File: src/r2e_pkg.sv
`timescale 1ns / 1ps
`default_nettype none
// ----------------------------------------------------------------------------
// r2e_pkg
// Shared widths, constants and helpers for the matrix to Euler angle block.
// ----------------------------------------------------------------------------
package r2e_pkg;

  localparam int ElemW     = 16;
  localparam int TransW    = 32;
  localparam int ThrW      = 15;
  localparam int SqrtBits  = 15;            // cx in 0..16384
  localparam int RemW      = 30;            // 1 - m32^2 in Q2.28, saturated
  localparam int OpW       = 17;            // atan2 operand after sign flip
  localparam int XyW       = 36;            // CORDIC x/y with headroom
  localparam int ZW        = 34;            // angle accumulator, Q.29
  localparam int TableLen  = 24;
  localparam int DefCordicStages = 16;

  localparam logic [ThrW-1:0] ThrReset = ThrW'(1);
  localparam logic signed [ZW-1:0] PiQ29 = ZW'(64'sd1686629713);
  localparam logic signed [14:0] HalfPiQ13 = 15'sd12868;
  localparam logic signed [15:0] PiQ13 = 16'sd25736;

  typedef struct packed {
    logic signed [ElemW-1:0]  m11;
    logic signed [ElemW-1:0]  m12;
    logic signed [ElemW-1:0]  m22;
    logic signed [ElemW-1:0]  m31;
    logic signed [ElemW-1:0]  m32;
    logic signed [ElemW-1:0]  m33;
    logic signed [TransW-1:0] tx;
    logic signed [TransW-1:0] ty;
    logic signed [TransW-1:0] tz;
    logic                     lock;
    logic [2:0]               zero;    // atan2 with both operands zero
  } side_t;

  typedef struct packed {
    logic signed [XyW-1:0] x;
    logic signed [XyW-1:0] y;
    logic signed [ZW-1:0]  z;
    logic                  zero;
  } lane_t;

  function automatic logic signed [ZW-1:0] atan_q29(input int i);
    logic signed [ZW-1:0] v;
    case (i)
      0:  v = ZW'(64'sd421657428);
      1:  v = ZW'(64'sd248918915);
      2:  v = ZW'(64'sd131521918);
      3:  v = ZW'(64'sd66762579);
      4:  v = ZW'(64'sd33510843);
      5:  v = ZW'(64'sd16771758);
      6:  v = ZW'(64'sd8387925);
      7:  v = ZW'(64'sd4194219);
      8:  v = ZW'(64'sd2097141);
      9:  v = ZW'(64'sd1048575);
      10: v = ZW'(64'sd524288);
      11: v = ZW'(64'sd262144);
      12: v = ZW'(64'sd131072);
      13: v = ZW'(64'sd65536);
      14: v = ZW'(64'sd32768);
      15: v = ZW'(64'sd16384);
      16: v = ZW'(64'sd8192);
      17: v = ZW'(64'sd4096);
      18: v = ZW'(64'sd2048);
      19: v = ZW'(64'sd1024);
      20: v = ZW'(64'sd512);
      21: v = ZW'(64'sd256);
      22: v = ZW'(64'sd128);
      23: v = ZW'(64'sd64);
      default: v = '0;
    endcase
    return v;
  endfunction

  // Fold x into the right half plane and scale operands by 2^16.
  function automatic lane_t lane_prep(input logic signed [OpW-1:0] y,
                                      input logic signed [OpW-1:0] x);
    lane_t l;
    logic signed [OpW-1:0] yy;
    logic signed [OpW-1:0] xx;
    l.zero = (x == '0) && (y == '0);
    if (x < 0) begin
      l.z = (y >= 0) ? PiQ29 : -PiQ29;
      xx  = -x;
      yy  = -y;
    end else begin
      l.z = '0;
      xx  = x;
      yy  = y;
    end
    l.x = {{(XyW-OpW-16){xx[OpW-1]}}, xx, 16'h0000};
    l.y = {{(XyW-OpW-16){yy[OpW-1]}}, yy, 16'h0000};
    return l;
  endfunction

  // Round Q.29 to Q3.13 and clamp to +-lim.
  function automatic logic signed [15:0] to_q13(input logic signed [ZW-1:0] z,
                                                input logic signed [15:0] lim);
    logic signed [ZW-1:0] s;
    logic signed [ZW-17:0] a;
    logic signed [ZW-17:0] l;
    s = z + ZW'(32768);
    a = s[ZW-1:16];
    l = (ZW-16)'(lim);
    if (a > l) a = l;
    if (a < -l) a = -l;
    return a[15:0];
  endfunction

endpackage
`default_nettype wire

File: src/r2e_cordic_cell.sv
`timescale 1ns / 1ps
`default_nettype none
// ----------------------------------------------------------------------------
// r2e_cordic_cell
// One vectoring CORDIC micro-rotation for a single atan2 lane, registered.
// ----------------------------------------------------------------------------
module r2e_cordic_cell
  import r2e_pkg::*;
#(
  parameter int STAGE = 0
) (
  input  wire logic  clk,
  input  wire logic  en,
  input  wire lane_t lane_i,
  output lane_t      lane_o
);

  logic signed [XyW-1:0] dx;
  logic signed [XyW-1:0] dy;
  lane_t                 nxt;

  assign dx = lane_i.y >>> STAGE;
  assign dy = lane_i.x >>> STAGE;

  always_comb begin
    nxt.zero = lane_i.zero;
    if (lane_i.y > 0) begin
      nxt.x = lane_i.x + dx;
      nxt.y = lane_i.y - dy;
      nxt.z = lane_i.z + atan_q29(STAGE);
    end else begin
      nxt.x = lane_i.x - dx;
      nxt.y = lane_i.y + dy;
      nxt.z = lane_i.z - atan_q29(STAGE);
    end
  end

  always_ff @(posedge clk) begin
    if (en) begin
      lane_o <= nxt;
    end
  end

endmodule
`default_nettype wire

File: config.mk
export PLATFORM = sky130hd
export DESIGN_NAME = r2e_cordic_cell
export DESIGN_NICKNAME = d
export VERILOG_FILES = /design/src/r2e_pkg.sv /design/src/r2e_cordic_cell.sv
export SDC_FILE = /design/constraint.sdc
export NUM_CORES = 1
export LEC_CHECK = 0
export ABC_CLOCK_PERIOD_IN_PS = 11800
export BUFFER_PORTS_ARGS = -buffer_cell sky130_fd_sc_hd__buf_2
export CAP_MARGIN = 20
export CORE_AREA = 2 2 145 175
export CTS_CLUSTER_DIAMETER = 200
export DETAILED_ROUTE_END_ITERATION = 8
export DIE_AREA = 0 0 147 177
export GPL_ROUTABILITY_DRIVEN = 1
export PLACE_DENSITY = 0.72
export SLEW_MARGIN = 10
export SYNTH_ARGS = -nofsm -noshare
export SYNTH_HDL_FRONTEND = slang
export SYNTH_SLANG_ARGS = --single-unit
File: constraint.sdc
create_clock -name clk -period 11.8 [get_ports clk]
set_input_delay 1.18 -clock clk [delete_from_list [all_inputs] [get_ports clk]]
set_output_delay 1.18 -clock clk [all_outputs]
set_load 0.01 [all_outputs]
=== After elaboration in Yosys (flattened, before gate mapping) ===
Cells that the tools add are included.

* Flip-flop bits (word level): 107
* Input bits: 109
* Word-level logic and storage cells: 11

* $add $sub $neg: 5
* Magnitude comparators: 1
* Multiplexer cells: 1

{| class="wikitable"
|+ Operators by type and width
! cell !! count
|-
| 2-to-1 mux 106 bit || 1
|-
| subtractor 36 bit || 2
|-
| adder 36 bit || 1
|-
| greater-than comparator 36 x 1 -> 1 bit (second input constant) || 1
|-
| adder 34 x 30 -> 34 bit (second input constant) || 1
|-
| subtractor 34 x 30 -> 34 bit (second input constant) || 1
|}

=== Depth between registers and ports, before layout ===
Gate-level depths: netlist of run 1.

* Depth in word-level cells: 2
* Gate-level depth with buffers: 18

=== Worst setup path after synthesis of run 1 ===
OpenSTA, ideal clock, no wires.

* Path kind: input to register
* From: input port lane_i[45] (netlist name)
* To: register lane_o[33] (netlist name) (data pin)
* Setup time: 262 ps
* Arrival: 5028 ps
* Required time: 11538 ps
* Slack: 6510 ps
* Stages: 17
* Path buffers: 3
* Path through: nor4_1 -> nand4_1 -> nor2_1 -> a41o_1 -> buf_2 -> buf_1 -> buf_1 -> ha_1 -> o21a_1 -> o31a_1 -> o21ai_0 -> nand2b_1 -> a221oi_2 -> o31ai_1 -> a311oi_1 -> o21ai_1 -> xor2_1

{| class="wikitable"
|+ RTL lines
! what !! RTL line !! text
|-
| start: declaration || r2e_cordic_cell.sv:14 || <nowiki>input wire lane_t lane_i,</nowiki>
|-
| end signal: assignment || r2e_cordic_cell.sv:40 || <nowiki>lane_o <= nxt;</nowiki>
|-
| end: declaration || r2e_cordic_cell.sv:15 || <nowiki>output lane_t lane_o</nowiki>
|}

==> flow_summary.toml, run 1 <==
[critical_path]
path_depth = 17
cp-end-kind = "flop"
critPathBufInv = 3
cp.required_ns = 11.92
cp_slowest_cell = "nor4_1"
cp.arrival_ns = 6.20
cp_top_family = "compound AO/OA/AOI/OAI gates"
crit_fanout = 57
startpoint = "lane_i[64]"
critical_path.max_stage_delay_ns = 0.81
worst_setup_path_start_kind = "input port"
crit_type = "input port to flop"
crit_chain = "buf_2, nor4_1, nand4_1, nor2_1, a41o_4, inv_2, buf_4, ha_1, nor2b_1, o31a_1, o21ai_0, nand2b_1, a221oi_2, o31ai_1, a311oi_1, o21ai_1, xor2_1"

[min_path]
min_delay_worst_endpoint = "lane_o[0]$_DFFE_PP_"
hold_depth = 1
hp-class = "input port to flop"
min-delay-start = "lane_i[0]"

[cts]
root_buffer = "clkbuf_16"
cts.clk_slew.worst_paths_ns = 0.07
cts_setup_buffers = 0
clock_path_buffers = 2
cts_resized = 0
cts_tree = "done"
ctsHoldBuffers = 0
cts_sinks = 106
numCtsBuffers = 9
htreeDepth = 3

[timing]
fin_hold_ws_ns = 0.982
rsz0062_at_grt = "no"
finalSetupTns_ns = 0
fin_crit_sh_pct = 51.5
hold_viol = 0
slew_viol_final = 0
worstMarginPinSlew_ns = 0.941
max_slew_margin_pct = 36.7
min_period_ns = 6.08
max_freq_mhz = 164
setup_viol = 0

[logic_synthesis]
yosys.area_share.adder_pct = 16.4
netlist_instances = 1231
synth_top_family_by_area = "compound AO/OA/AOI/OAI gates"
synth_area_sq_mm = 0.0108
synth_edf_count = 106
synthArstFlopShare_pct = 0
ys.flop_type = "edfxtp_1"
ys_seq_area_share_pct = 29.6
syn_nets = 1479
ys_warn_count = 0
synth-seq-cells = 106
yosysTopAreaCell = "edfxtp_1"
synth.distinct_cells = 74
synth_compound_area_share_pct = 25.3
synth_xor_area_share_pct = 7.73
synthMuxAreaShare_pct = 1.40
yosys.area_share.simple_pct = 13.4
syn_area_per_cell_sq_um = 8.74
yosys.area.top_type_share_pct = 29.6
synthTopCellsByArea = "edfxtp_1, ha_1, xnor2_1, a21oi_1, inv_1"

[drt]
vias = 10100
drtAntennaViolNets = 0
viasPerCell = 5.78
firstDrtPassIters = 6
drtIter0Drc = 783
wl_per_cell_um = 18.6
route.detailed.drc = 0
wl_um = 32400

[global_routing]
grt_use_total_pct = 24.2
grt_max_degree = 75
grt_pass1_wl_um = 49700
overflow = 0
first_global_vias = 9282
antenna_found_initial = 1

[cells_and_area]
largest_reg_flops = 106
final_common_cell = "buf_2"
final_cell_mix = "buf_2, ha_1, a21oi_1"
final_nets = 1658
area_delta_synth_final_pct = 15.0
regMostFlops = "lane_o"
final-seq-area_sq_mm = 0.00318
fill_cells = 2350
layout-drive-gt1-share_pct = 18.0
multiInputGateArea_sq_mm = 0.00692
reg_top3 = "lane_o x106"

[pwr]
combinationalPowerShare_pct = 39.5
power.total_mw = 1.40
internal_power_mw = 0.887
ir_worst_vdd_mv = 0.0573
power.density_mw_per_mm2 = 113
total_leakage_power_nw = 5.51
switching_share_pct = 36.8
power.clock.fraction_pct = 23.7
seq_power_share_pct = 36.7
p_sw_mw = 0.517

[floorplan]
die_area_sq_mm = 0.0260
ios = 216
start_util_pct = 44.0
fp.dieW_um = 147
rows = 63
fp.dieH_um = 177
core_sq_mm = 0.0244

[placed_design]
io_buffers = 215
place.gp.congestion = 0.937
dp_hpwl_um = 25200

[status]
status = "completed"

[job]
maxCapViolCount = 0
==> worst max path at each step <==
stage	slack, ns	end
5_1_grt	5.49	lane_o[33]$_DFFE_PP_
6_report	5.72	lane_o[33]$_DFFE_PP_
2_1_floorplan	6.51	lane_o[33]$_DFFE_PP_
4_1_cts	5.71	lane_o[33]$_DFFE_PP_
3_5_place_dp	5.33	lane_o[33]$_DFFE_PP_
3_3_place_gp	5.36	lane_o[33]$_DFFE_PP_
==> layout make-up <==
cell class | count | area share (%)
Tap cell | 325 | 3.29
Sequential cell | 106 | 25.7
Inverter | 116 | 3.52
Multi-Input combinational cell | 958 | 55.9
Clock buffer | 9 | 1.82
Timing Repair Buffer | 219 | 8.96
Clock inverter | 7 | 0.758
Antenna cell | 1 | 0.0202
==> per-stage QoR <==
step | utilization (%) | instances | setup WS [ns] | area [sq um]
6_report | 50.7 | 1741 | 5.72 | 12400
5_1_grt | 50.7 | 1741 | 5.49 | 12400
4_1_cts | 50.6 | 1740 | 5.71 | 12400
3_5_place_dp | 49.3 | 1724 | 5.33 | 12100
3_3_place_gp | 49.3 | 1724 | 5.36 | 12100
2_1_floorplan | - | 1231 | 6.51 | 10800
==> cell usage after synthesis, types with 17 or more instances <==
master    number
a21o_1        46
inv_1        113
nand2_1       51
nor3_1        20
edfxtp_1     106
clkbuf_1      23
ha_1         135
nand3_1       20
o21bai_1      23
o21ai_0       80
nor2_1        92
buf_2         17
nor2b_1       18
nand4_1       18
a21oi_1      134
nor4_1        17
xnor2_1       81
a211oi_1      17
==> power by group through the flow <==
| stage | logic [mW] | clock network (mW) | registers [mW] |
|---|---|---|---|
| CTS | 0.549 | 0.342 | 0.516 |
| global placement | 0.542 | 0 | 0.524 |
| global route | 0.605 | 0.353 | 0.521 |
| finish | 0.555 | 0.333 | 0.516 |
| detailed placement | 0.546 | 0 | 0.524 |
| floorplan | 0.326 | 0 | 0.558 |
==> cell families after synthesis <==
group,count (synthesis)
buf+inv,167
simple gates,287
mux,15
flops,106
compound gates,422
fa+ha+maj,139
xor+xnor,95
==> routing by layer <==
metal  track usage, %  vias to the layer above  routed length [um]
met5                0                        -                   0
met4             8.49                        0                 752
met3             2.73                       50                1790
met2             39.5                      413               15100
met1             33.3                     4744               14800
li1                 -                     4860                   -
No activity file was read; power rests on OpenSTA's default activity.
==> run 2: changes to the inputs <==
--- a/config.mk
+++ b/config.mk
@@ -5,7 +5,7 @@
 export SDC_FILE = /design/constraint.sdc
 export NUM_CORES = 1
 export LEC_CHECK = 0
-export ABC_CLOCK_PERIOD_IN_PS = 11800
+export ABC_CLOCK_PERIOD_IN_PS = 6310
 export BUFFER_PORTS_ARGS = -buffer_cell sky130_fd_sc_hd__buf_2
 export CAP_MARGIN = 20
 export CORE_AREA = 2 2 145 175
==> constraint.sdc (replaced) <==
create_clock -name clk -period 6.31 [get_ports clk]
set_input_delay 0.631 -clock clk [delete_from_list [all_inputs] [get_ports clk]]
set_output_delay 0.631 -clock clk [all_outputs]
set_load 0.01 [all_outputs]
==> flow_summary.toml, run 2 (synthesis gave the netlist of run 1 again) <==
[placed_design]
place.gp.congestion = 0.958
io_buffers = 215
dp_cells = 1728
dp_hpwl_um = 25500

[cts]
numCtsBuffers = 9
htreeDepth = 3
cts.clk_slew.worst_paths_ns = 0.07
cts_tree = "done"
cts_sinks = 106
cts_setup_buffers = 0
clock_path_buffers = 2
cts_resized = 0
ctsHoldBuffers = 0
root_buffer = "clkbuf_16"

[min_path]
min-delay-start = "lane_i[0]"
hold_depth = 1
hp-class = "input port to flop"
min_delay_worst_endpoint = "lane_o[0]$_DFFE_PP_"

[critical_path]
crit_chain = "buf_2, nor4_1, buf_4, nand4_1, nor2_1, a41o_4, inv_2, buf_4, ha_1, a21oi_1, o21ai_0, a221oi_1, nand4_1, nand4_1, nand3_1, a221o_1, a21oi_1, xnor2_1"
cp.required_ns = 6.44
crit_fanout = 22
cp_top_family = "compound AO/OA/AOI/OAI gates"
cp.arrival_ns = 4.78
critPathBufInv = 4
cp_slowest_cell = "ha_1"
path_depth = 18
worst_setup_path_start_kind = "input port"
crit_path_frequent_cell = "nand4_1"
crit_type = "input port to flop"
critical_path.max_stage_delay_ns = 0.40
cp-end-kind = "flop"

[cells_and_area]
final_cell_mix = "buf_2, ha_1, a21oi_1"
regMostFlops = "lane_o"
final-seq-area_sq_mm = 0.00318
multiInputGateArea_sq_mm = 0.00692
stdcell_count = 1744
area_delta_synth_final_pct = 15.1
layout-drive-gt1-share_pct = 18.1
fill_cells = 2379
final_common_cell = "buf_2"
largest_reg_flops = 106
reg_top3 = "lane_o x106"
final_nets = 1662
n_antenna_cell = 0

[timing]
max_slew_margin_pct = 29.9
hold_viol = 0
min_period_ns = 4.65
rsz0062_at_grt = "no"
max_freq_mhz = 215
finalSetupTns_ns = 0
worstMarginPinSlew_ns = 1.05
fin_crit_sh_pct = 73.7
slew_viol_final = 0
fin_hold_ws_ns = 0.434
setup_viol = 0

[floorplan]
core_sq_mm = 0.0244
ios = 216
fp.dieW_um = 147
fp.dieH_um = 177
rows = 63
start_util_pct = 44.0
die_area_sq_mm = 0.0260

[pwr]
power.density_mw_per_mm2 = 210
ir_worst_vdd_mv = 0.134
total_leakage_power_nw = 5.52
power.total_mw = 2.60

[job]
maxCapViolCount = 0

[drt]
viasPerCell = 5.79
wl_per_cell_um = 18.7
wl_um = 32600
firstDrtPassIters = 5
route.detailed.drc = 0
drtAntennaViolNets = 0
vias = 10100
drtIter0Drc = 807

[global_routing]
first_global_vias = 9311
overflow = 0
antenna_found_initial = 1
grt_max_degree = 84
grt_use_total_pct = 24.6
grt_pass1_wl_um = 50600

[status]
status = "completed"
==> run 2: final cells by class <==
type | count | area share [%]
multi-input combinational | 958 | 55.9
sequential | 106 | 25.7
timing repair buffer | 223 | 9.19
inverter | 116 | 3.52
tap | 325 | 3.28
clock buffer | 10 | 1.85
clock inverter | 6 | 0.576
==> run 2: routing by layer <==
layer,track usage [%],routed length [um],vias to the layer above
met5,0,11,-
met2,39.4,14700,466
li1,-,-,4865
met1,33.6,14500,4711
met4,9.54,1110,2
met3,3.58,2220,59
==> run 2: worst max-delay path by stage <==
stage	start	end	slack [ns]
finish	lane_i[67]	lane_o[34]$_DFFE_PP_	1.66
global route	lane_i[67]	lane_o[34]$_DFFE_PP_	1.42
CTS	lane_i[67]	lane_o[34]$_DFFE_PP_	1.68
detailed placement	lane_i[67]	lane_o[34]$_DFFE_PP_	1.29
global placement	lane_i[67]	lane_o[33]$_DFFE_PP_	1.40
floorplan	lane_i[45]	lane_o[33]$_DFFE_PP_	1.57
==> run 2: metrics by stage <==
stage	setup slack [ns]	area [sq um]	utilization, %
2_1_floorplan	1.57	10800	-
3_3_place_gp	1.40	12100	49.5
3_5_place_dp	1.29	12100	49.5
4_1_cts	1.68	12400	50.7
5_1_grt	1.42	12400	50.7
6_report	1.66	12400	50.7
==> run 2: power by group <==
group | switching [mW] | internal (mW)
clock | 0.286 | 0.313
combinational | 0.633 | 0.409
sequential | 0.0309 | 0.933
total | 0.949 | 1.66
