**src/r2e_pkg.sv**
```systemverilog
`timescale 1ns / 1ps
`default_nettype none
// ----------------------------------------------------------------------------
// r2e_pkg
// Shared widths, constants and helpers for the matrix to Euler angle block.
// ----------------------------------------------------------------------------
package r2e_pkg;

  localparam int ElemW     = 16;
  localparam int TransW    = 32;
  localparam int ThrW      = 15;
  localparam int SqrtBits  = 15;            // cx in 0..16384
  localparam int RemW      = 30;            // 1 - m32^2 in Q2.28, saturated
  localparam int OpW       = 17;            // atan2 operand after sign flip
  localparam int XyW       = 36;            // CORDIC x/y with headroom
  localparam int ZW        = 34;            // angle accumulator, Q.29
  localparam int TableLen  = 24;
  localparam int DefCordicStages = 16;

  localparam logic [ThrW-1:0] ThrReset = ThrW'(1);
  localparam logic signed [ZW-1:0] PiQ29 = ZW'(64'sd1686629713);
  localparam logic signed [14:0] HalfPiQ13 = 15'sd12868;
  localparam logic signed [15:0] PiQ13 = 16'sd25736;

  typedef struct packed {
    logic signed [ElemW-1:0]  m11;
    logic signed [ElemW-1:0]  m12;
    logic signed [ElemW-1:0]  m22;
    logic signed [ElemW-1:0]  m31;
    logic signed [ElemW-1:0]  m32;
    logic signed [ElemW-1:0]  m33;
    logic signed [TransW-1:0] tx;
    logic signed [TransW-1:0] ty;
    logic signed [TransW-1:0] tz;
    logic                     lock;
    logic [2:0]               zero;    // atan2 with both operands zero
  } side_t;

  typedef struct packed {
    logic signed [XyW-1:0] x;
    logic signed [XyW-1:0] y;
    logic signed [ZW-1:0]  z;
    logic                  zero;
  } lane_t;

  function automatic logic signed [ZW-1:0] atan_q29(input int i);
    logic signed [ZW-1:0] v;
    case (i)
      0:  v = ZW'(64'sd421657428);
      1:  v = ZW'(64'sd248918915);
      2:  v = ZW'(64'sd131521918);
      3:  v = ZW'(64'sd66762579);
      4:  v = ZW'(64'sd33510843);
      5:  v = ZW'(64'sd16771758);
      6:  v = ZW'(64'sd8387925);
      7:  v = ZW'(64'sd4194219);
      8:  v = ZW'(64'sd2097141);
      9:  v = ZW'(64'sd1048575);
      10: v = ZW'(64'sd524288);
      11: v = ZW'(64'sd262144);
      12: v = ZW'(64'sd131072);
      13: v = ZW'(64'sd65536);
      14: v = ZW'(64'sd32768);
      15: v = ZW'(64'sd16384);
      16: v = ZW'(64'sd8192);
      17: v = ZW'(64'sd4096);
      18: v = ZW'(64'sd2048);
      19: v = ZW'(64'sd1024);
      20: v = ZW'(64'sd512);
      21: v = ZW'(64'sd256);
      22: v = ZW'(64'sd128);
      23: v = ZW'(64'sd64);
      default: v = '0;
    endcase
    return v;
  endfunction

  // Fold x into the right half plane and scale operands by 2^16.
  function automatic lane_t lane_prep(input logic signed [OpW-1:0] y,
                                      input logic signed [OpW-1:0] x);
    lane_t l;
    logic signed [OpW-1:0] yy;
    logic signed [OpW-1:0] xx;
    l.zero = (x == '0) && (y == '0);
    if (x < 0) begin
      l.z = (y >= 0) ? PiQ29 : -PiQ29;
      xx  = -x;
      yy  = -y;
    end else begin
      l.z = '0;
      xx  = x;
      yy  = y;
    end
    l.x = {{(XyW-OpW-16){xx[OpW-1]}}, xx, 16'h0000};
    l.y = {{(XyW-OpW-16){yy[OpW-1]}}, yy, 16'h0000};
    return l;
  endfunction

  // Round Q.29 to Q3.13 and clamp to +-lim.
  function automatic logic signed [15:0] to_q13(input logic signed [ZW-1:0] z,
                                                input logic signed [15:0] lim);
    logic signed [ZW-1:0] s;
    logic signed [ZW-17:0] a;
    logic signed [ZW-17:0] l;
    s = z + ZW'(32768);
    a = s[ZW-1:16];
    l = (ZW-16)'(lim);
    if (a > l) a = l;
    if (a < -l) a = -l;
    return a[15:0];
  endfunction

endpackage
`default_nettype wire

```
**src/r2e_sqrt_cell.sv**
```systemverilog
`timescale 1ns / 1ps
`default_nettype none
// ----------------------------------------------------------------------------
// r2e_sqrt_cell
// One result bit of a restoring integer square root, registered.
// ----------------------------------------------------------------------------
module r2e_sqrt_cell
  import r2e_pkg::*;
#(
  parameter int BIT = 0
) (
  input  wire logic                clk,
  input  wire logic                en,
  input  wire logic [RemW-1:0]     rem_i,
  input  wire logic [SqrtBits-1:0] res_i,
  output logic      [RemW-1:0]     rem_o,
  output logic      [SqrtBits-1:0] res_o
);

  logic [RemW:0] trial;
  logic          take;

  assign trial = ({1'b0, RemW'(res_i)} << (BIT + 1)) + ((RemW+1)'(1) << (2 * BIT));
  assign take  = {1'b0, rem_i} >= trial;

  always_ff @(posedge clk) begin
    if (en) begin
      rem_o <= take ? RemW'({1'b0, rem_i} - trial) : rem_i;
      res_o <= take ? (res_i | (SqrtBits'(1) << BIT)) : res_i;
    end
  end

endmodule
`default_nettype wire

```
**config.mk**
```make
export PLATFORM = sky130hd
export DESIGN_NAME = r2e_sqrt_cell
export DESIGN_NICKNAME = d
export VERILOG_FILES = /design/src/r2e_pkg.sv /design/src/r2e_sqrt_cell.sv
export SDC_FILE = /design/constraint.sdc
export NUM_CORES = 1
export LEC_CHECK = 0
export BUFFER_PORTS_ARGS = -buffer_cell sky130_fd_sc_hd__buf_4
export CAP_MARGIN = 20
export CORE_MARGIN = 3
export CORE_UTILIZATION = 25
export DETAILED_ROUTE_END_ITERATION = 10
export PLACE_DENSITY = 0.42
export SLEW_MARGIN = 15
export SYNTH_ARGS = -nofsm -noshare
export SYNTH_HDL_FRONTEND = slang
export SYNTH_SLANG_ARGS = --single-unit
```
**constraint.sdc**
```tcl
create_clock -name clk -period 3.2 [get_ports clk]
set_clock_uncertainty 0.2 [all_clocks]
set_input_delay 0.32 -clock clk [delete_from_list [all_inputs] [get_ports clk]]
set_output_delay 0.32 -clock clk [all_outputs]
set_load 0.05 [all_outputs]
```
# Word-level counts from Yosys, hierarchy flattened
# Cells that the tools add are included.
[op_classes]
add_sub_neg = 2
order_cmp = 1
muxes = 1
[ops]
columns = ["operator", "count"]
rows = [
  ["greater-or-equal comparator 30 x 17 -> 1 bit", 1],
  ["2-to-1 mux 30 bit", 1],
  ["subtractor 30 x 17 -> 30 bit", 1],
  ["adder 16 x 1 -> 17 bit (second input constant)", 1],
]
[word_totals]
reg_bits = 45
in_bits = 47
out_inout_bits = 45
elab_cells = 7

# Logic depth before layout (Yosys ltp)
# Gate-level depths: netlist (run 1).
[logic_depth]
ltp_word = 3
ltp_mapped = 11
depth_no_buf = 10

# Worst setup path after synthesis (run 1)
# OpenSTA, ideal clock, no wires.
[synth_timing]
path_kind = "input port to flip-flop"
from = "in res_i[2]"
to = "reg rem_o[27] (data pin)"
setup_ns = 0.258
arrival_time_ns = 2.163
required_ns = 2.742
setup_slack_ns = 0.579
stages = 9
path_buffers = 0
cell_sequence = "inv_1 ha_1 a21oi_1 nor2b_1 a311o_1 a211o_1 a221oi_1 nand2_1 xnor2_1"
[synth_between]
elab_chain_len = 3
word_cells_on_any_way = 4
classes_between = "add/sub (2); order compare (1); mux (1)"
[synth_lines]
columns = ["element", "line", "rtl"]
rows = [
  ["from (decl)", "r2e_sqrt_cell.sv:15", "input wire logic [SqrtBits-1:0] res_i,"],
  ["adder 16 x 1 -> 17 bit (*)", "r2e_sqrt_cell.sv:23", "assign trial = ({1'b0, RemW'(res_i)} << (BIT + 1)) + ((RemW+1)'(1) << (2 * BIT));"],
  ["subtractor 30 x 17 -> 30 bit or greater-or-equal comparator 30 x 17 -> 1 bit (tied branches)", "r2e_sqrt_cell.sv:28, r2e_sqrt_cell.sv:24", ""],
  ["2-to-1 mux 30 bit (*)", "r2e_sqrt_cell.sv:28", "rem_o <= take ? RemW'({1'b0, rem_i} - trial) : rem_i;"],
  ["to (signal assigned)", "r2e_sqrt_cell.sv:28", ""],
  ["to (decl)", "r2e_sqrt_cell.sv:16", "output logic [RemW-1:0] rem_o,"],
]
# Every way passes the cells marked *; elsewhere a longest branch is shown, timed or not.
# A chain may end at the register's enable or synchronous reset.

# Final worst setup path (run 1)
[layout_timing]
from = "in rem_i[1]"
to = "reg rem_o[26] (data pin)"
[layout_between]
elab_chain_len = 2
word_cells_on_any_way = 3
classes_between = "add/sub (1); order compare (1); mux (1)"
[layout_lines]
columns = ["element", "line", "rtl"]
rows = [
  ["from (decl)", "r2e_sqrt_cell.sv:14", "input wire logic [RemW-1:0] rem_i,"],
  ["subtractor 30 x 17 -> 30 bit or greater-or-equal comparator 30 x 17 -> 1 bit (tied branches)", "r2e_sqrt_cell.sv:28, r2e_sqrt_cell.sv:24", ""],
  ["2-to-1 mux 30 bit (*)", "r2e_sqrt_cell.sv:28", ""],
]
# Marks and branches as above.

==> flow_summary_export.csv, run 1 <==
group,metric,value,unit
logic_synthesis,synth_cell_type_count,53,
layout,multi_input_area,1350,sq um
sta,finalCriticalPeriod,2.69,ns
layout,area_growth,36.0,%
power,p_sw_share,34.4,%
floorplan,rows,38,
global_routing,antenna_found_initial,0,
logic_synthesis,ys_ff_latch,45,
worst_setup_path,worstSetupPathType,"in -> reg",
sta,tightest_slew,0.606,ns
cts,clockBufferDepth,2,
logic_synthesis,ys_seq_area_share,47.9,%
sta,fin_crit_sh,84.1,%
route,antenna_left,0,
sta,whs,0.0173,ns
cts,cts_tree,"yes",
route,finalWirelength,7.24,mm
layout,antenna_cells,0,
power,seqPwrFrac,39.8,%
floorplan,start_util,25.8,%
sta,hold_viol,0,
logic_synthesis,synth_ff_type,"edfxtp_1",
logic_synthesis,async_reset_ff_share,0,%
power,power_density,491,nW/um^2
sta,slew_headroom,59.6,%
min_path,whs_path_depth,1,
global_routing,grt_pass1_wl,11.7,mm
floorplan,dieArea,12600,sq um
place,portBuffers,91,
route,num_vias,2276,
global_routing,grt_overflow,0,
worst_setup_path,cp_slowest_cell,"fa_1",
sta,clock.fmax,371,MHz
layout,instances_no_fill,500,
global_routing,grt_pass1_vias,2310,
layout,drive_above_1_share,33.9,%
power,power,1880,uW
power,p_leak,0.00158,uW
place,dpl.cell_count,492,
floorplan,dieWidth,112,um
logic_synthesis,synthCells,261,
route,vias_per_cell,4.55,
logic_synthesis,avgSynthCellArea,10.8,sq um
route,dr.pass1.iters,4,
cts,clock-sinks,45,
logic_synthesis,synth-edff-count,45,
worst_setup_path,arrival,2.52,ns
cts,clk_pin_slew,0.06,ns
cts,cts_max_level,2,
cts,ctsResizeCount,0,
cts,postCtsSetupBuffers,0,
run,max_cap_violations,0,
layout,final_nets,423,
power,vdd_ir_drop_max,0.172,mV
logic_synthesis,syn-cell-area,2820,sq um
logic_synthesis,ys_warn_count,0,
worst_setup_path,path_max_fanout,28,
floorplan,fp.dieH,112,um
route,drtIter0Drc,83,
place,place_congestion,0.748,
layout,final_common_cell,"buf_4",
worst_setup_path,startpoint_type,"input port",
logic_synthesis,syn_nets,325,
min_path,min_path_type,"in -> reg",
min_path,hold_end,"res_o[1]",
cts,root_buffer,"clkbuf_16",
layout,mostFrequentLayoutCells,"101 x buf_4, 45 x edfxtp_1, 30 x nand2_1, 18 x inv_1, 18 x o21ai_0",
worst_setup_path,end_kind,"flip-flop",
floorplan,core,10900,sq um
cts,ctsHoldBuffers,0,
worst_setup_path,path_cells,"buf_4, inv_1, fa_1, nand2b_1, a21oi_1, o21ai_0, and3_4, or2_4, nor4_2, xor2_1",
run_status,outcome,"finished clean",
cts,cts_made_buffers,5,
floorplan,io_pins,92,
power,p_comb_share,33.6,%
route,routedWlPerCell,14.5,um
layout,regArea,1350,sq um
global_routing,grt_max_degree,46,
worst_setup_path,crit_path_max_incr_delay,0.44,ns
sta,maxSlewViolCount,0,
power,clkPwrFrac,26.6,%
sta,rsz0062_at_grt,"no",
power,power.internal,1230,uW
layout,n_fill_cell,1143,
sta,setup_violations,0,
route,drc,0,
power,power_switching,649,uW
place,dp_hpwl,5.57,mm
global_routing,track_usage,11.5,%
worst_setup_path,required,3.03,ns
sta,fin_tns_setup,0,ns
min_path,worstHoldStart,"res_i[1]",
[logic make-up after synthesis]
family	after synthesis	synth area share (%)
AND/OR/NAND/NOR	83	16.6
XOR/XNOR	26	8.06
multiplexers	2	0.797
flip-flops	45	47.9
adder cells (fa/ha/maj)	17	7.80
AO/OA/AOI/OAI	60	14.6
buffers and inverters	28	4.34
[routing by layer]
metal,vias up,track usage (%),wire length [um]
met5,-,0,0
met4,0,3.13,87
met3,6,2.05,292
met2,63,18.6,3380
met1,1050,15.8,3480
li1,1157,-,-
[how the worst max path moves through the flow]
stage / end / startpoint / cells past startpoint
3_5_place_dp: rem_o[26] / rem_i[1] / 10
2_1_floorplan: rem_o[27] / res_i[2] / 9
4_1_cts: rem_o[26] / rem_i[1] / 10
6_report: rem_o[26] / rem_i[1] / 10
3_3_place_gp: rem_o[25] / rem_i[3] / 9
5_1_grt: rem_o[26] / rem_i[9] / 9
[cells in the mapped netlist, drive strengths merged, types with 2 or more instances]
master	number	share of area, %
o31ai	2	0.53
nor4	4	1.1
or4	5	1.6
ha	16	7.1
and3	2	0.62
xor2	15	4.7
inv	18	2.4
a41oi	2	0.62
or2	2	0.53
mux2	2	0.80
a31oi	2	0.44
xnor2	11	3.4
nand2b	5	1.1
nor2	13	1.7
nor3	4	0.89
nor2b	4	0.89
a211o	2	0.62
a21o	6	1.6
edfxtp	45	48
or3	2	0.44
clkbuf	5	0.75
o21ai	20	3.7
a21oi	13	2.3
buf	5	1.2
a2111oi	3	1.8
nand2	30	4.0
nand3	3	0.53
o22ai	2	0.44
nand4	3	0.66
a211oi	2	0.53
nor4b	4	1.9
[sequential cells by signal (all words and copies together), names as in the netlist]
name   flops
rem_o     30
res_o     15
[worst max-delay path, delay by kind of cell]
family	cells	cell delay (ns)
xor gates and xnor gates	1	0.09
AOI/OAI and AO/OA	2	0.48
adders and majority gates	1	0.44
buffers and inverters	2	0.14
and+or+nand+nor	4	1.03
[through the flow]
| step | cell area [sq um] | utilization (%) | setup slack, ns |
|---|---|---|---|
| 6_report | 3840 | 35.1 | 0.508 |
| 5_1_grt | 3840 | 35.1 | 0.206 |
| 3_5_place_dp | 3700 | 33.9 | 0.222 |
| 3_3_place_gp | 3700 | 33.9 | 0.208 |
| 2_1_floorplan | 2820 | - | 0.579 |
| 4_1_cts | 3840 | 35.1 | 0.502 |
[power groups by stage]
stage | combinational [uW] | sequential (uW) | clock (uW)
after floorplan | 183 | 989 | 0
after global placement | 637 | 763 | 0
after detailed placement | 639 | 762 | 0
after CTS | 641 | 750 | 518
after global routing | 680 | 755 | 544
final | 634 | 749 | 501
[layout make-up]
type | count | share of cell area (%)
clock buffer | 5 | 3.26
clock inverter | 3 | 0.326
inverter | 18 | 1.76
multi-input combinational | 188 | 35.2
sequential | 45 | 35.2
tap | 140 | 4.56
timing repair buffer | 101 | 19.7
No activity file was read; power rests on OpenSTA's default activity.
==> inputs of run 2 (changes only) <==
--- a/config.mk
+++ b/config.mk
@@ -10,7 +10,7 @@
 export CORE_MARGIN = 3
 export CORE_UTILIZATION = 25
 export DETAILED_ROUTE_END_ITERATION = 10
-export PLACE_DENSITY = 0.42
+export PLACE_DENSITY = 0.44
 export SLEW_MARGIN = 15
 export SYNTH_ARGS = -nofsm -noshare
 export SYNTH_HDL_FRONTEND = slang
==> constraint.sdc (replaced) <==
create_clock -name clk -period 2.4 [get_ports clk]
set_clock_uncertainty 0.2 [all_clocks]
set_input_delay 0.24 -clock clk [delete_from_list [all_inputs] [get_ports clk]]
set_output_delay 0.24 -clock clk [all_outputs]
set_load 0.05 [all_outputs]
==> flow_summary_export.csv, run 2 (synthesized netlist as in run 1, its figures left out) <==
group,metric,value,unit
power,power_density,569,nW/um^2
sta,setup_violations,0,
power,vdd_ir_drop_max,0.327,mV
sta,finalWorstSetupSlack,0.0280,ns
worst_setup_path,arrival,2.20,ns
floorplan,core,10900,sq um
floorplan,dieWidth,112,um
route,num_vias,2559,
global_routing,grt_busiest_layer,"met2",
sta,whs,0.00534,ns
floorplan,rows,38,
worst_setup_path,path_cells,"buf_8, inv_4, ha_4, a21oi_4, nor2b_2, a311o_1, a211o_4, o21ai_4, nor4b_2, xor2_1",
layout,largest_reg_flops,30,
global_routing,antenna_found_initial,0,
run_status,outcome,"finished clean",
layout,drive_above_1_share,48.1,%
cts,cts_max_level,2,
global_routing,globalRouteMet3Util,2.32,%
floorplan,dieArea,12600,sq um
cts,cts_made_buffers,5,
global_routing,track_usage,12.5,%
layout,final_common_cell,"buf_4",
global_routing,grt_overflow,0,
worst_setup_path,cp.buffers_inverters,2,
global_routing,grt_max_degree,46,
floorplan,start_util,25.8,%
global_routing,grt_pass1_wl,13.0,mm
layout,antenna_cells,0,
sta,hold_viol,0,
power,p_leak,0.00196,uW
route,finalWirelength,7.92,mm
worst_setup_path,startpoint_type,"input port",
sta,rsz0062_at_grt,"yes",
layout,mostFrequentLayoutCells,"154 x buf_4, 45 x edfxtp_1, 30 x nand2_1",
layout,regMostFlops,"rem_o",
run,max_cap_violations,0,
global_routing,grt.met2_usage,20.8,%
floorplan,fp.dieH,112,um
cts,cts_tree,"yes",
layout,fin_util,43.1,%
sta,clock.fmax,422,MHz
global_routing,grt_pass1_vias,2637,
layout,largest_registers,"rem_o (30), res_o (15)",
sta,tightest_slew,0.614,ns
layout,n_fill_cell,1107,
cts,root_buffer,"clkbuf_16",
worst_setup_path,worstSetupPathType,"in -> reg",
worst_setup_path,end_kind,"flip-flop",
route,drc,0,
sta,fin_crit_sh,98.8,%
global_routing,grtUsageMet1,16.6,%
place,dp_hpwl,6.06,mm
route,dr.pass1.iters,4,
min_path,min_path_type,"in -> reg",
place,pre_cts_ws,-0.331,ns
route,drtIter0Drc,102,
place,place_congestion,0.766,
power,power,2680,uW
route,vias_per_cell,4.49,
route,routedWlPerCell,13.9,um
layout,area_growth,66.9,%
cts,clk_pin_slew,0.06,ns
sta,fin_tns_setup,0,ns
layout,final_nets,493,
worst_setup_path,cp_slowest_cell,"a211o_4",
sta,maxSlewViolCount,0,
place,portBuffers,91,
sta,finalCriticalPeriod,2.37,ns
worst_setup_path,required,2.22,ns
cts,clock-sinks,45,
worst_setup_path,path_max_fanout,6,
floorplan,io_pins,92,
sta,slew_headroom,59.1,%
cts,clockBufferDepth,2,
worst_setup_path,crit_path_max_incr_delay,0.41,ns
route,antenna_left,0,
worst_setup_path,cp_top_family,"compound AO/OA/AOI/OAI gates",
## run 2: cell types whose count changed in the layout (fill, tap and decap cells not counted), sizes merged
cell / previous run / this run
dlygate4sd3: 0 / 13
buf: 101 / 158
## run 2: repair_timing
action                                  CTS  global route
gates resized for setup                   2            33
pin swaps                                 0            14
endpoints found under the setup margin    2            23
hold buffers                             13             0
buffers inserted                          0             2
endpoints found under the hold margin    13             0
## run 2: through the flow
stage / instance area [sq um] / std cells
floorplan: 2960 / 261
global placement: 4220 / 547
global route: 4710 / 570
CTS: 4490 / 568
finish: 4710 / 570
detailed placement: 4220 / 547
## run 2: per-layer routing
layer | share of wire, % | wire length [um] | vias up
met4 | 0.98 | 78 | 0
met2 | 49 | 3900 | 55
met3 | 4.5 | 360 | 5
li1 | - | - | 1292
met1 | 45 | 3580 | 1207
met5 | 0 | 0 | -
## run 2: cell type report
type	count	area, sq um	area share [%]
inverter	18	85.1	1.80
timing repair buffer	171	1340	28.3
clock buffer	5	125	2.65
clock inverter	3	12.5	0.265
multi-input combinational	188	1630	34.6
sequential	45	1350	28.7
tap	140	175	3.72
## run 2: worst paths after layout
path	startpoint	to	slack, ns	cells after the start
max	res_i[0]	rem_o[25]	0.03	10
min	res_i[10]	res_o[10]	0.005	1
## run 2: power by group
| part | total, uW | internal, uW | switching, uW | leakage, uW |
|---|---|---|---|---|
| Sequential | 999 | 974 | 25.0 | 0.000441 |
| Combinational | 1020 | 418 | 604 | 0.00146 |
| Clock | 664 | 377 | 287 | 0.0000687 |
| Total | 2680 | 1770 | 916 | 0.00196 |
==> inputs of run 3 (changes only) <==
--- a/config.mk
+++ b/config.mk
@@ -11,6 +11,8 @@
 export CORE_UTILIZATION = 25
 export DETAILED_ROUTE_END_ITERATION = 10
 export PLACE_DENSITY = 0.44
+export REMOVE_ABC_BUFFERS = 1
+export SETUP_SLACK_MARGIN = 0.2
 export SLEW_MARGIN = 15
 export SYNTH_ARGS = -nofsm -noshare
 export SYNTH_HDL_FRONTEND = slang
==> flow_summary_export.csv, run 3 (synthesized netlist as in run 1, its figures left out) <==
group,metric,value,unit
layout,multi_input_area,1810,sq um
worst_setup_path,end_kind,"flip-flop",
layout,antenna_cells,0,
route,met2WireLength,4.02,mm
sta,hold_viol,0,
power,p_leak,0.00208,uW
cts,cts_tree,"yes",
floorplan,dieWidth,112,um
sta,maxSlewViolCount,0,
sta,whs,0.0371,ns
min_path,min_path_type,"in -> reg",
global_routing,grt_max_degree,46,
floorplan,start_util,25.8,%
power,power_density,546,nW/um^2
floorplan,rows,38,
floorplan,io_pins,92,
layout,regMostFlops,"rem_o",
sta,tightest_slew,0.597,ns
route,drtIter0Drc,70,
layout,largest_registers,"rem_o (30), res_o (15)",
route,finalWirelength,8.22,mm
layout,area_growth,80.0,%
power,power,2770,uW
global_routing,grt_overflow,0,
run_status,outcome,"finished clean",
floorplan,core,10900,sq um
global_routing,antenna_found_initial,0,
cts,cts_max_level,2,
route,num_vias,2601,
sta,fin_crit_sh,95.2,%
layout,mostFrequentLayoutCells,"149 x buf_4, 45 x edfxtp_1, 26 x nand2_1, 18 x buf_6, 15 x xor2_1",
route,routedWlPerCell,14.1,um
floorplan,fp.dieH,112,um
route,met1Wirelength,3.73,mm
global_routing,grt_pass1_vias,2775,
place,portBuffers,91,
layout,final_nets,507,
run,max_cap_violations,0,
sta,setup_violations,0,
route,drc,0,
cts,clock-sinks,45,
place,placed_cell_area,4090,sq um
global_routing,track_usage,13.0,%
sta,clock.fmax,438,MHz
power,vdd_ir_drop_max,0.269,mV
floorplan,dieArea,12600,sq um
cts,cts_made_buffers,5,
worst_setup_path,path_max_fanout,6,
layout,drive_above_1_share,56.3,%
worst_setup_path,worstSetupPathType,"in -> reg",
worst_setup_path,required,2.25,ns
route,wl_met3,369,um
route,dr.max_layer_used,"met4",
cts,clockBufferDepth,2,
worst_setup_path,arrival,2.13,ns
layout,largest_reg_flops,30,
layout,instances_no_fill,584,
layout,final_common_cell,"buf_4",
global_routing,grt_pass1_wl,13.3,mm
place,dpl.cell_count,544,
sta,finalCriticalPeriod,2.29,ns
route,antenna_left,0,
layout,n_fill_cell,1052,
worst_setup_path,startpoint_type,"input port",
cts,root_buffer,"clkbuf_16",
layout,regArea,1350,sq um
place,dp_hpwl,5.93,mm
sta,slew_headroom,60.2,%
sta,rsz0062_at_grt,"yes",
place,place_congestion,0.790,
cts,clk_pin_slew,0.06,ns
route,dr.pass1.iters,4,
route,vias_per_cell,4.45,
layout,fin_area,5080,sq um
## run 3: cell types whose count changed in the layout (fill, tap and decap cells not counted), sizes merged
cell	change
buf	+13
dlygate4sd3	+1
## run 3: final timing paths
path                  cells after the start  slack (ns)      start   endpoint
worst min-delay path                      3        0.04   rem_i[4]   rem_o[4]
worst max-delay path                     10        0.11  rem_i[13]  rem_o[21]
## run 3: metal layers
metal	vias up	GRT usage, %
met5	-	0
met2	53	22.2
met1	1215	16.8
met3	7	2.75
met4	0	3.77
li1	1326	-
## run 3: report_power, final
group,total (uW),internal [uW],switching (uW)
logic,1110,469,639
registers,998,974,24.1
clock network,668,377,291
total,2770,1820,954
## run 3: area by class of cell
| cell class | instances | share of cell area [%] |
|---|---|---|
| multi-input cells | 188 | 35.6 |
| repair buffers | 185 | 30.1 |
| flip-flops and latches | 45 | 26.6 |
| well taps | 140 | 3.45 |
| clock buffers | 5 | 2.46 |
| inverters | 18 | 1.58 |
| clock inverters | 3 | 0.246 |
## run 3: metrics by stage
stage	TNS [ns]	worst slack [ns]	util [%]
finish	0	0.115	46.5
global route	0	0.0318	46.5
CTS	0	0.0906	43.1
detailed placement	-8.14	-0.412	37.4
global placement	-7.60	-0.396	37.4
floorplan	-1.72	-0.197	-
## run 3: what timing repair did
action / 4_1_cts / 5_1_grt
buffers inserted: 4 / 14
setup endpoints to repair: 29 / 31
hold buffers: 14 / 0
pin swaps: 25 / 19
resized for setup: 59 / 59
endpoints found under the hold margin: 14 / 0
## run 3: worst max-delay path, stage by stage
cell	delay, ns
buf_4	0.12
ha_1	0.30
buf_4	0.16
and3_1	0.18
o21ai_1	0.23
o2111a_1	0.22
and3_4	0.25
buf_6	0.15
nor2_4	0.03
mux2_4	0.25
